**config.mk**
```make
export PLATFORM = sky130hd
export DESIGN_NAME = ultrasonic_ranger_with_segment_display_top
export DESIGN_NICKNAME = d
export VERILOG_FILES = /design/src/rtl/usrng_pkg.sv /design/src/rtl/ultrasonic_ranger_with_segment_display_top.sv
export SDC_FILE = /design/constraint.sdc
export NUM_CORES = 2
export LEC_CHECK = 0
export ABC_AREA = 0
export BUFFER_PORTS_ARGS = -buffer_cell sky130_fd_sc_hd__buf_2
export CAP_MARGIN = 20
export CORE_ASPECT_RATIO = 0.75
export CORE_MARGIN = 5
export CORE_UTILIZATION = 38
export CTS_CLUSTER_SIZE = 14
export DETAILED_ROUTE_END_ITERATION = 7
export PLACE_DENSITY = 0.52
export SLEW_MARGIN = 20
export SYNTH_ARGS = -nofsm -noshare
export SYNTH_HDL_FRONTEND = slang
export SYNTH_SLANG_ARGS = --single-unit
```
**constraint.sdc**
```tcl
create_clock -name clk -period 9.4 [get_ports clk]
set_input_delay 1.88 -clock clk [delete_from_list [all_inputs] [get_ports clk]]
set_output_delay 1.88 -clock clk [all_outputs]
set_load 0.1 [all_outputs]
```
**src/rtl/usrng_pkg.sv**
```systemverilog
package usrng_pkg;

  localparam int CFG_ADDR_W = 5;
  localparam int CFG_DATA_W = 32;
  localparam int IN_TDATA_W = 8;
  localparam int OUT_TDATA_W = 32;
  localparam int CRYS_W = 18;
  localparam int DIST_W = 14;
  localparam logic [DIST_W-1:0] DIST_MAX = 14'd9999;

  typedef logic [2:0] cfg_idx_t;

  localparam cfg_idx_t REG_TRIGGER  = 3'd0;
  localparam cfg_idx_t REG_TIMEOUT  = 3'd1;
  localparam cfg_idx_t REG_NUM      = 3'd2;
  localparam cfg_idx_t REG_DEN      = 3'd3;
  localparam cfg_idx_t REG_DWELL    = 3'd4;
  localparam cfg_idx_t REG_INTERVAL = 3'd5;

  // result word, last field in the lowest bits
  typedef struct packed {
    logic [2:0]        pad;
    logic              no_echo_indicator;
    logic              distance_done;
    logic [DIST_W-1:0] distance;
    logic [7:0]        segments;
    logic [3:0]        digit_enable;
    logic              trigger_out;
  } out_item_t;

  // common-anode codes for 0..9
  function automatic logic [7:0] seg_code(input logic [3:0] d);
    logic [7:0] s;
    case (d)
      4'd0: s = 8'hc0;
      4'd1: s = 8'hf9;
      4'd2: s = 8'ha4;
      4'd3: s = 8'hb0;
      4'd4: s = 8'h99;
      4'd5: s = 8'h92;
      4'd6: s = 8'h82;
      4'd7: s = 8'hf8;
      4'd8: s = 8'h80;
      4'd9: s = 8'h90;
      default: s = 8'hff;
    endcase
    return s;
  endfunction

  // active-low select, only the first four positions have a line
  function automatic logic [3:0] digit_en(input logic [2:0] idx);
    logic [3:0] e;
    e = 4'hf;
    if (idx < 3'd4) e[idx[1:0]] = 1'b0;
    return e;
  endfunction

endpackage

```
**src/rtl/ultrasonic_ranger_with_segment_display_top.sv**
```systemverilog
// Ultrasonic echo ranger with a multiplexed 4-digit common-anode display. Each request on the
// in_ channel is one timer tick carrying the sampled echo level in in_tdata[0], and each gives
// exactly one result on the out_ channel: trigger drive, digit select, segment code, held
// distance, a done pulse and the no-echo indicator. Only the tick that ends a measurement
// needs the sequencer: on a falling echo the count is scaled by 17/100 with a reciprocal
// multiply, then by the numerator, then divided by the denominator in a restoring divider,
// one quotient bit a cycle; a timeout or a zero denominator only refills the display digits.
// in_tready is low meanwhile. Registers are written through the APB-style port at byte
// address 4*index; only write them while idle.
module ultrasonic_ranger_with_segment_display_top #(
  parameter int COUNT_WIDTH = 16,
  parameter int DIGITS = 4
) (
  input  logic                               clk,
  input  logic                               rst_n,
  input  logic                               in_tvalid,
  output logic                               in_tready,
  // [0] echo_level
  input  logic [usrng_pkg::IN_TDATA_W-1:0]   in_tdata,
  output logic                               out_tvalid,
  input  logic                               out_tready,
  // [0] trigger_out, [4:1] digit_enable, [12:5] segments, [26:13] distance,
  // [27] distance_done, [28] no_echo_indicator
  output logic [usrng_pkg::OUT_TDATA_W-1:0]  out_tdata,
  input  logic                               cfg_psel,
  input  logic                               cfg_penable,
  input  logic                               cfg_pwrite,
  input  logic [usrng_pkg::CFG_ADDR_W-1:0]   cfg_paddr,
  input  logic [usrng_pkg::CFG_DATA_W-1:0]   cfg_pwdata,
  output logic [usrng_pkg::CFG_DATA_W-1:0]   cfg_prdata,
  output logic                               cfg_pready
);
  import usrng_pkg::*;

  localparam int IDXW = (DIGITS > 1) ? $clog2(DIGITS) : 1;
  localparam int PW = COUNT_WIDTH + 5 + CRYS_W;
  localparam int STEPW = $clog2(PW);
  localparam int CMPW = (COUNT_WIDTH > 16) ? COUNT_WIDTH : 16;
  localparam int RECW = COUNT_WIDTH + 31;
  localparam logic [27:0] REC_M = 28'd171798692;
  localparam logic [COUNT_WIDTH-1:0] COUNT_MAX = {COUNT_WIDTH{1'b1}};
  localparam logic [IDXW-1:0] LAST_DIGIT = IDXW'(DIGITS - 1);

  localparam logic [1:0] PH_IDLE  = 2'd0;
  localparam logic [1:0] PH_TRIG  = 2'd1;
  localparam logic [1:0] PH_WAIT  = 2'd2;
  localparam logic [1:0] PH_COUNT = 2'd3;

  localparam logic [2:0] S_IDLE = 3'd0;
  localparam logic [2:0] S_REC  = 3'd1;
  localparam logic [2:0] S_MUL  = 3'd2;
  localparam logic [2:0] S_DIV2 = 3'd3;
  localparam logic [2:0] S_SAT  = 3'd4;
  localparam logic [2:0] S_BCD  = 3'd5;
  localparam logic [2:0] S_OUT  = 3'd6;

  // configuration
  logic [9:0]        trig_ticks_r;
  logic [15:0]       timeout_r;
  logic [CRYS_W-1:0] num_r;
  logic [CRYS_W-1:0] den_r;
  logic [15:0]       dwell_r;
  logic [15:0]       interval_r;

  // ranging and display state
  logic [1:0]             phase_r, phase_nxt;
  logic [15:0]            pc_r, pc_nxt;
  logic [COUNT_WIDTH-1:0] echo_cnt_r, echo_cnt_nxt;
  logic [DIST_W-1:0]      held_r;
  logic                   ind_r, ind_nxt;
  logic [IDXW-1:0]        digit_idx_r, digit_idx_nxt;
  logic [15:0]            dwell_cnt_r, dwell_cnt_nxt;
  logic [3:0]             digit_r [DIGITS];

  // sequencer and divider
  logic [2:0]        seq_r;
  logic [PW-1:0]     q_r;
  logic [CRYS_W-1:0] rem_r;
  logic [CRYS_W-1:0] div_r;
  logic [STEPW-1:0]  step_r;
  logic [DIST_W-1:0] bcd_v_r;
  logic [IDXW-1:0]   bcd_pos_r;
  logic [IDXW-1:0]   sel_idx_r;

  logic      out_valid_r;
  out_item_t out_data_r;

  logic echo, accept, out_free, out_load, trig, done_echo, done_to;
  logic cfg_wr;
  cfg_idx_t cfg_idx;

  logic [CRYS_W:0]   cand;
  logic              qbit;
  logic [RECW-1:0]   rec_prod;
  logic [29:0]       recip_prod;
  logic [DIST_W-1:0] tenth;
  logic [DIST_W-1:0] digit_val;
  logic [PW-1:0]     count17;
  out_item_t         simple_item;

  assign echo = in_tdata[0];
  assign out_free = !out_valid_r || out_tready;
  assign in_tready = (seq_r == S_IDLE) && out_free;
  assign accept = in_tvalid && in_tready;
  assign out_load = (accept && !done_echo && !done_to) || (seq_r == S_OUT && out_free);
  assign out_tvalid = out_valid_r;
  assign out_tdata = out_data_r;
  assign cfg_pready = 1'b1;
  assign cfg_idx = cfg_paddr[4:2];
  assign cfg_wr = cfg_psel && cfg_penable && cfg_pwrite && cfg_pready;

  always_comb begin
    case (cfg_idx)
      REG_TRIGGER:  cfg_prdata = 32'(trig_ticks_r);
      REG_TIMEOUT:  cfg_prdata = 32'(timeout_r);
      REG_NUM:      cfg_prdata = 32'(num_r);
      REG_DEN:      cfg_prdata = 32'(den_r);
      REG_DWELL:    cfg_prdata = 32'(dwell_r);
      REG_INTERVAL: cfg_prdata = 32'(interval_r);
      default:      cfg_prdata = '0;
    endcase
  end

  always_ff @(posedge clk) begin
    if (!rst_n) begin
      trig_ticks_r <= 10'd20;
      timeout_r <= 16'd6400;
      num_r <= 18'd126000;
      den_r <= 18'd120000;
      dwell_r <= 16'd1250;
      interval_r <= 16'd60000;
    end else if (cfg_wr) begin
      case (cfg_idx)
        REG_TRIGGER:  trig_ticks_r <= cfg_pwdata[9:0];
        REG_TIMEOUT:  timeout_r <= cfg_pwdata[15:0];
        REG_NUM:      num_r <= cfg_pwdata[CRYS_W-1:0];
        REG_DEN:      den_r <= cfg_pwdata[CRYS_W-1:0];
        REG_DWELL:    dwell_r <= cfg_pwdata[15:0];
        REG_INTERVAL: interval_r <= cfg_pwdata[15:0];
        default: ;
      endcase
    end
  end

  // next ranging state for one tick
  always_comb begin
    logic [COUNT_WIDTH-1:0] cnt_inc;
    logic [15:0] pc_inc;
    phase_nxt = phase_r;
    pc_nxt = pc_r;
    echo_cnt_nxt = echo_cnt_r;
    ind_nxt = ind_r;
    trig = 1'b0;
    done_echo = 1'b0;
    done_to = 1'b0;
    pc_inc = pc_r + 16'd1;
    cnt_inc = (echo_cnt_r < COUNT_MAX) ? echo_cnt_r + 1'b1 : echo_cnt_r;
    case (phase_r)
      PH_IDLE: begin
        pc_nxt = pc_inc;
        if (pc_inc >= interval_r) begin
          phase_nxt = PH_TRIG;
          pc_nxt = '0;
        end
      end
      PH_TRIG: begin
        trig = 1'b1;
        pc_nxt = pc_inc;
        if (pc_inc >= 16'(trig_ticks_r)) begin
          phase_nxt = PH_WAIT;
          pc_nxt = '0;
        end
      end
      PH_WAIT: begin
        if (echo) begin
          phase_nxt = PH_COUNT;
          echo_cnt_nxt = '0;
        end
      end
      default: begin
        if (!echo) begin
          done_echo = 1'b1;
        end else begin
          echo_cnt_nxt = cnt_inc;
          if (CMPW'(cnt_inc) >= CMPW'(timeout_r) || cnt_inc == COUNT_MAX) begin
            done_to = 1'b1;
            ind_nxt = !ind_r;
          end
        end
        if (done_echo || done_to) begin
          phase_nxt = PH_IDLE;
          pc_nxt = '0;
        end
      end
    endcase
    dwell_cnt_nxt = dwell_cnt_r + 16'd1;
    digit_idx_nxt = digit_idx_r;
    if (dwell_cnt_nxt >= dwell_r) begin
      dwell_cnt_nxt = '0;
      digit_idx_nxt = (digit_idx_r == LAST_DIGIT) ? '0 : digit_idx_r + 1'b1;
    end
  end

  // restoring divide step, divisor at most CRYS_W bits
  assign cand = {rem_r, q_r[PW-1]};
  assign qbit = (cand >= {1'b0, div_r});

  // x / 100 as (x >> 2) / 25 by reciprocal, exact below 2^30
  assign rec_prod = RECW'(q_r[COUNT_WIDTH+4:2]) * RECW'(REC_M);

  // v / 10 by reciprocal, exact below 20480
  assign recip_prod = 30'(bcd_v_r) * 30'd52429;
  assign tenth = DIST_W'(recip_prod[29:19]);
  assign digit_val = bcd_v_r - ((tenth << 3) + (tenth << 1));

  assign count17 = (PW'(echo_cnt_r) << 4) + PW'(echo_cnt_r);

  always_comb begin
    simple_item = '0;
    simple_item.trigger_out = trig;
    simple_item.digit_enable = digit_en(3'(digit_idx_r));
    simple_item.segments = seg_code(digit_r[digit_idx_r]);
    simple_item.distance = held_r;
    simple_item.distance_done = 1'b0;
    simple_item.no_echo_indicator = ind_nxt;
  end

  always_ff @(posedge clk) begin
    if (!rst_n) begin
      phase_r <= PH_IDLE;
      pc_r <= '0;
      echo_cnt_r <= '0;
      held_r <= '0;
      ind_r <= 1'b0;
      digit_idx_r <= '0;
      dwell_cnt_r <= '0;
      seq_r <= S_IDLE;
      out_valid_r <= 1'b0;
      for (int i = 0; i < DIGITS; i++) digit_r[i] <= '0;
    end else begin
      if (out_load) out_valid_r <= 1'b1;
      else if (out_tready) out_valid_r <= 1'b0;
      case (seq_r)
        S_IDLE: begin
          if (accept) begin
            phase_r <= phase_nxt;
            pc_r <= pc_nxt;
            echo_cnt_r <= echo_cnt_nxt;
            ind_r <= ind_nxt;
            digit_idx_r <= digit_idx_nxt;
            dwell_cnt_r <= dwell_cnt_nxt;
            sel_idx_r <= digit_idx_r;
            bcd_pos_r <= LAST_DIGIT;
            if (done_echo && den_r != '0) begin
              q_r <= count17;
              seq_r <= S_REC;
            end else if (done_echo || done_to) begin
              held_r <= done_to ? '0 : DIST_MAX;
              bcd_v_r <= done_to ? '0 : DIST_MAX;
              seq_r <= S_BCD;
            end else begin
              out_data_r <= simple_item;
            end
          end
        end
        S_REC: begin
          q_r <= PW'(rec_prod[RECW-1:32]);
          seq_r <= S_MUL;
        end
        S_DIV2: begin
          rem_r <= qbit ? CRYS_W'(cand - {1'b0, div_r}) : cand[CRYS_W-1:0];
          q_r <= {q_r[PW-2:0], qbit};
          step_r <= step_r + 1'b1;
          if (step_r == STEPW'(PW - 1)) seq_r <= S_SAT;
        end
        S_MUL: begin
          // first quotient fits COUNT_WIDTH+5 bits
          q_r <= PW'(q_r[COUNT_WIDTH+4:0] * num_r);
          rem_r <= '0;
          div_r <= den_r;
          step_r <= '0;
          seq_r <= S_DIV2;
        end
        S_SAT: begin
          held_r <= (q_r > PW'(DIST_MAX)) ? DIST_MAX : q_r[DIST_W-1:0];
          bcd_v_r <= (q_r > PW'(DIST_MAX)) ? DIST_MAX : q_r[DIST_W-1:0];
          seq_r <= S_BCD;
        end
        S_BCD: begin
          digit_r[bcd_pos_r] <= digit_val[3:0];
          bcd_v_r <= tenth;
          bcd_pos_r <= bcd_pos_r - 1'b1;
          if (bcd_pos_r == '0) seq_r <= S_OUT;
        end
        S_OUT: begin
          if (out_free) begin
            out_data_r <= '{pad: '0,
                            no_echo_indicator: ind_r,
                            distance_done: 1'b1,
                            distance: held_r,
                            segments: seg_code(digit_r[sel_idx_r]),
                            digit_enable: digit_en(3'(sel_idx_r)),
                            trigger_out: 1'b0};
            seq_r <= S_IDLE;
          end
        end
        default: seq_r <= S_IDLE;
      endcase
    end
  end

endmodule

```
==> impl_results.rst <==
.. list-table::
   :header-rows: 1

   * - Metric
     - Value
   * - Number of remaining DRC errors
     - 0
   * - Number of warnings issued by yosys
     - 0
   * - Cell area after technology mapping
     - roughly 40000 um^2
   * - Start of the worst register-to-register path
     - q_r[12]$_DFFE_PP_
   * - Reported leakage power
     - around 21 nW
   * - Critical Path, Cell by Cell
     - buf_4 -> fa_1 -> inv_1 -> fa_1 -> fa_1 -> fa_1 -> inv_1 -> fa_1 -> fa_1 -> ha_1 -> a21o_1 -> a21o_1 -> a2111oi_0 -> o22ai_1 -> or2_2 -> a21o_1 -> a31oi_1 -> xnor2_1 -> a211oi_1 -> a21oi_1
   * - Met2 usage in global routing
     - 0.298
   * - Slowest cell on the critical path
     - a2111oi_0
   * - Cell family contributing the most delay on the critical path
     - adder cells
   * - Final design utilization
     - 0.414
   * - Clock skew
     - ~0.027 ns
   * - All-Layer GR Usage
     - 0.206
   * - Rel. slew slack
     - 0.200
   * - Clk sinks
     - around 310
   * - Largest voltage drop on the vdd net
     - ~0.00013 V
   * - Global Route met1 Usage
     - 0.321
   * - Number of cells on the worst hold path
     - 0
   * - Setup slack after placement
     - approximately 1.7 ns
   * - RD Place Congestion
     - between 0.8 and 0.9
   * - Total negative setup slack
     - 0 ns
   * - Final-report hold violation count
     - 0
   * - Number of buffers inserted by hold repair at cts
     - 0
   * - Post-Syn Area per Cell
     - 9.13 um^2
   * - Max-cap violations
     - 0
   * - Final period util
     - 0.810
   * - Endpoint class of the critical path
     - flip-flop
   * - Detailed placement HPWL
     - about 92 mm
   * - Area of the die
     - roughly 110000 um^2
   * - Clock-pin slew of the registers on the worst-case setup and hold paths
     - 0.06 ns
   * - Detailed Route Iter0 Violations
     - around 2100
   * - Worst setup path category
     - flip-flop to flip-flop
   * - Number of rows created at floorplan
     - 103
   * - Most frequent cell on the critical path
     - fa_1
   * - Layout overhead on the synthesized area
     - 7.89%
   * - Chip width
     - ~390 um
   * - Floorplan Core Area
     - about 110000 um^2
   * - Clock buffers created by TritonCTS
     - 34
   * - Number of buffers and inverters on the critical path
     - 3
   * - # H-tree levels
     - 2
   * - Transition time at the pin with the least slew margin
     - 1.20 ns
   * - Routed length per placed instance
     - 19.8 um
   * - Smallest setup slack after layout
     - 1.79 ns
   * - Routed wire length
     - 117 mm
   * - Setup-failing EPs final
     - 0
   * - Count of buffers inserted at the top-level ports
     - 76
   * - IO Pins
     - 119
   * - Min-delay worst type
     - flip-flop to flip-flop
   * - Post-synthesis sequential element count
     - approximately 310
   * - Detailed-route via count
     - approximately 30000
   * - Via count of the first global-routing pass
     - 30527
   * - Min-Delay Endpoint
     - out_tdata[16]$_DFFE_PP_
   * - Worst path max stage delay
     - 0.77 ns
   * - Beginning of the worst hold path
     - held_r[3]$_SDFFE_PN0P_
   * - M3 GR Usage
     - 0.0426
   * - Tmin final
     - approximately 7.6 ns
   * - Number of antenna-violating nets in the routed design
     - 0
   * - Root cell of the clock tree
     - clkbuf_16
   * - Required time at the endpoint of the critical path
     - 9.67 ns
   * - Global-route layer with the greatest usage
     - met1
   * - Post-synth EDFFs
     - 143
   * - Drt via density
     - 5.13
   * - TritonRoute pass-1 iters
     - 6
   * - Maximum frequency from static timing analysis
     - roughly 130 MHz
   * - Global-route wire length before repair
     - 184 mm
   * - Most instantiated flip-flop cell in the synthesis netlist
     - dfxtp_1
   * - Max-slew violation count
     - 0
   * - Endpoint of the worst register-to-register path
     - q_r[12]$_DFFE_PP_
   * - Highest-count cells in the layout ignoring fill and taps
     - inv_1 (829), nand2_1 (559), ha_1 (531)
   * - Maximum net fanout on the critical path
     - 14
   * - Asr flop ratio synth
     - 0
   * - Pwr per Cell Area
     - around 84 nW/um^2
   * - Y dimension of the die
     - between 200 and 300 um
   * - CTS tree
     - yes
   * - Clock latency on the worst-skew pair
     - around 0.56 ns
   * - Ratio of cells with drive above 1 in the final layout
     - 0.0605
   * - RSZ-0062 raised after global routing
     - no
   * - Initial antenna violation count
     - 3
   * - Most common cell after layout, fill and taps aside
     - inv_1
   * - Global route overflow
     - 0
   * - Resized cells post-CTS
     - 0
   * - Maximum number of buffers from clock root to sink
     - 3
   * - Critical path arrival
     - roughly 8 ns
   * - Setup bufs post-CTS
     - 0
   * - Post-layout nets
     - roughly 5500
   * - Starting Density
     - 0.384
   * - R2R depth
     - 20
   * - Type of origin of the critical path
     - flip-flop
   * - Sequential-to-total area share from yosys stat
     - 0.190
   * - Pin count of the biggest net entering global routing
     - between 60 and 70
   * - Setup slack of the most critical reg-to-reg path
     - 1.79 ns
   * - Result of the run
     - complete, no violations
   * - Cell count after synthesis
     - approximately 4400
   * - Unique cell type count in the Yosys netlist
     - 88
==> how the worst max path moves through the flow <==
stage                            from           endpoint  slack (ns)  cells after the start
finish              q_r[12]$_DFFE_PP_  q_r[12]$_DFFE_PP_        1.79                     20
floorplan                cfg_paddr[3]      cfg_prdata[7]        2.47                      5
detailed placement   q_r[4]$_DFFE_PP_  q_r[37]$_DFFE_PP_        1.73                     22
global placement     q_r[4]$_DFFE_PP_  q_r[37]$_DFFE_PP_        1.85                     22
global route         q_r[4]$_DFFE_PP_  q_r[37]$_DFFE_PP_        1.26                     22
CTS                  q_r[4]$_DFFE_PP_  q_r[37]$_DFFE_PP_        1.71                     22
==> cells in the mapped netlist, types with 9 or more instances <==
master	count	area, um^2
and2_1	146	913
buf_4	21	158
a21oi_1	138	691
buf_2	10	50.1
a31oi_1	22	138
a22oi_1	36	270
o31ai_1	18	135
edfxtp_1	143	4290
clkbuf_1	151	567
nand2b_1	32	200
and3_1	23	144
nor3_1	35	175
nand3_1	83	415
o22ai_1	24	150
nand2_1	560	2100
nor2b_1	23	144
ha_1	531	6640
xnor2_1	73	639
o21a_1	13	97.6
nor4_1	13	81.3
a21o_1	64	480
nand4_1	28	175
a22o_1	21	184
xor2_1	61	534
inv_1	829	3110
fa_1	511	10200
a211oi_1	21	158
or2_2	10	62.6
dfxtp_1	169	3380
mux2i_1	42	420
mux4_2	11	248
buf_1	9	33.8
or3_1	16	100
nor2_1	180	676
o21ai_0	120	601
a21boi_0	69	518
o211ai_1	31	233
==> layer usage <==
layer | routed length, um | share of wire | vias up
li1 | - | - | 14379
met3 | 8680 | 0.074 | 102
met1 | 59300 | 0.51 | 14937
met2 | 47100 | 0.40 | 773
met4 | 1590 | 0.014 | 0
met5 | 0 | 0 | -
==> where the power goes <==
group / total, mW / switching [mW] / internal [mW]
clock: 1.44 / 0.620 / 0.819
sequential: 1.44 / 0.0143 / 1.42
combinational: 0.783 / 0.509 / 0.273
total: 3.66 / 1.14 / 2.51
==> sequential cells by signal, summed over array words and instances (netlist names), 3 cells and up, named ones only <==
| signal | cells |
|---|---|
| interval_r | 16 |
| echo_cnt_r | 16 |
| out_tdata | 28 |
| div_r | 18 |
| q_r | 39 |
| held_r | 14 |
| trig_ticks_r | 10 |
| num_r | 18 |
| bcd_v_r | 14 |
| digit_r | 16 |
| rem_r | 18 |
| dwell_r | 16 |
| dwell_cnt_r | 16 |
| step_r | 6 |
| seq_r | 3 |
| den_r | 18 |
| pc_r | 16 |
| timeout_r | 16 |
==> final cells by class <==
cell class                 instances  area, um^2
fill                           10691       61800
multi-input combinational       3110       28900
sequential                       312        7680
inverter                         834        3130
tap                             1417        1770
clock buffer                      45         972
timing repair buffer             149         956
clock inverter                    16         179
antenna                            1        2.50
==> kinds of logic (layout without fill, tap and decap cells) <==
| family | count (synthesis) | count (layout) | synth area share |
|---|---|---|---|
| other | 2 | 20 | 0.000186 |
| AND/OR/NAND/NOR | 1191 | 1191 | 0.138 |
| adder cells (fa/ha/maj) | 1042 | 1042 | 0.417 |
| XOR/XNOR | 134 | 134 | 0.0290 |
| AO/OA/AOI/OAI | 663 | 663 | 0.110 |
| buffers and inverters | 1026 | 1044 | 0.0977 |
| flip-flops | 312 | 312 | 0.190 |
| multiplexers | 61 | 61 | 0.0188 |
==> metrics by stage <==
stage / hold slack (ns) / cells / total power, mW / cell area [um^2]
2_1_floorplan: 0.408 / 4448 / 2.04 / 40500
3_3_place_gp: 0.418 / 5821 / 2.24 / 42500
3_5_place_dp: 0.424 / 5821 / 2.24 / 42500
4_1_cts: 0.439 / 5882 / 3.68 / 43600
5_1_grt: 0.452 / 5883 / 3.85 / 43600
6_report: 0.433 / 5884 / 3.66 / 43600
Note: power is estimated with default switching activity, not from simulation.
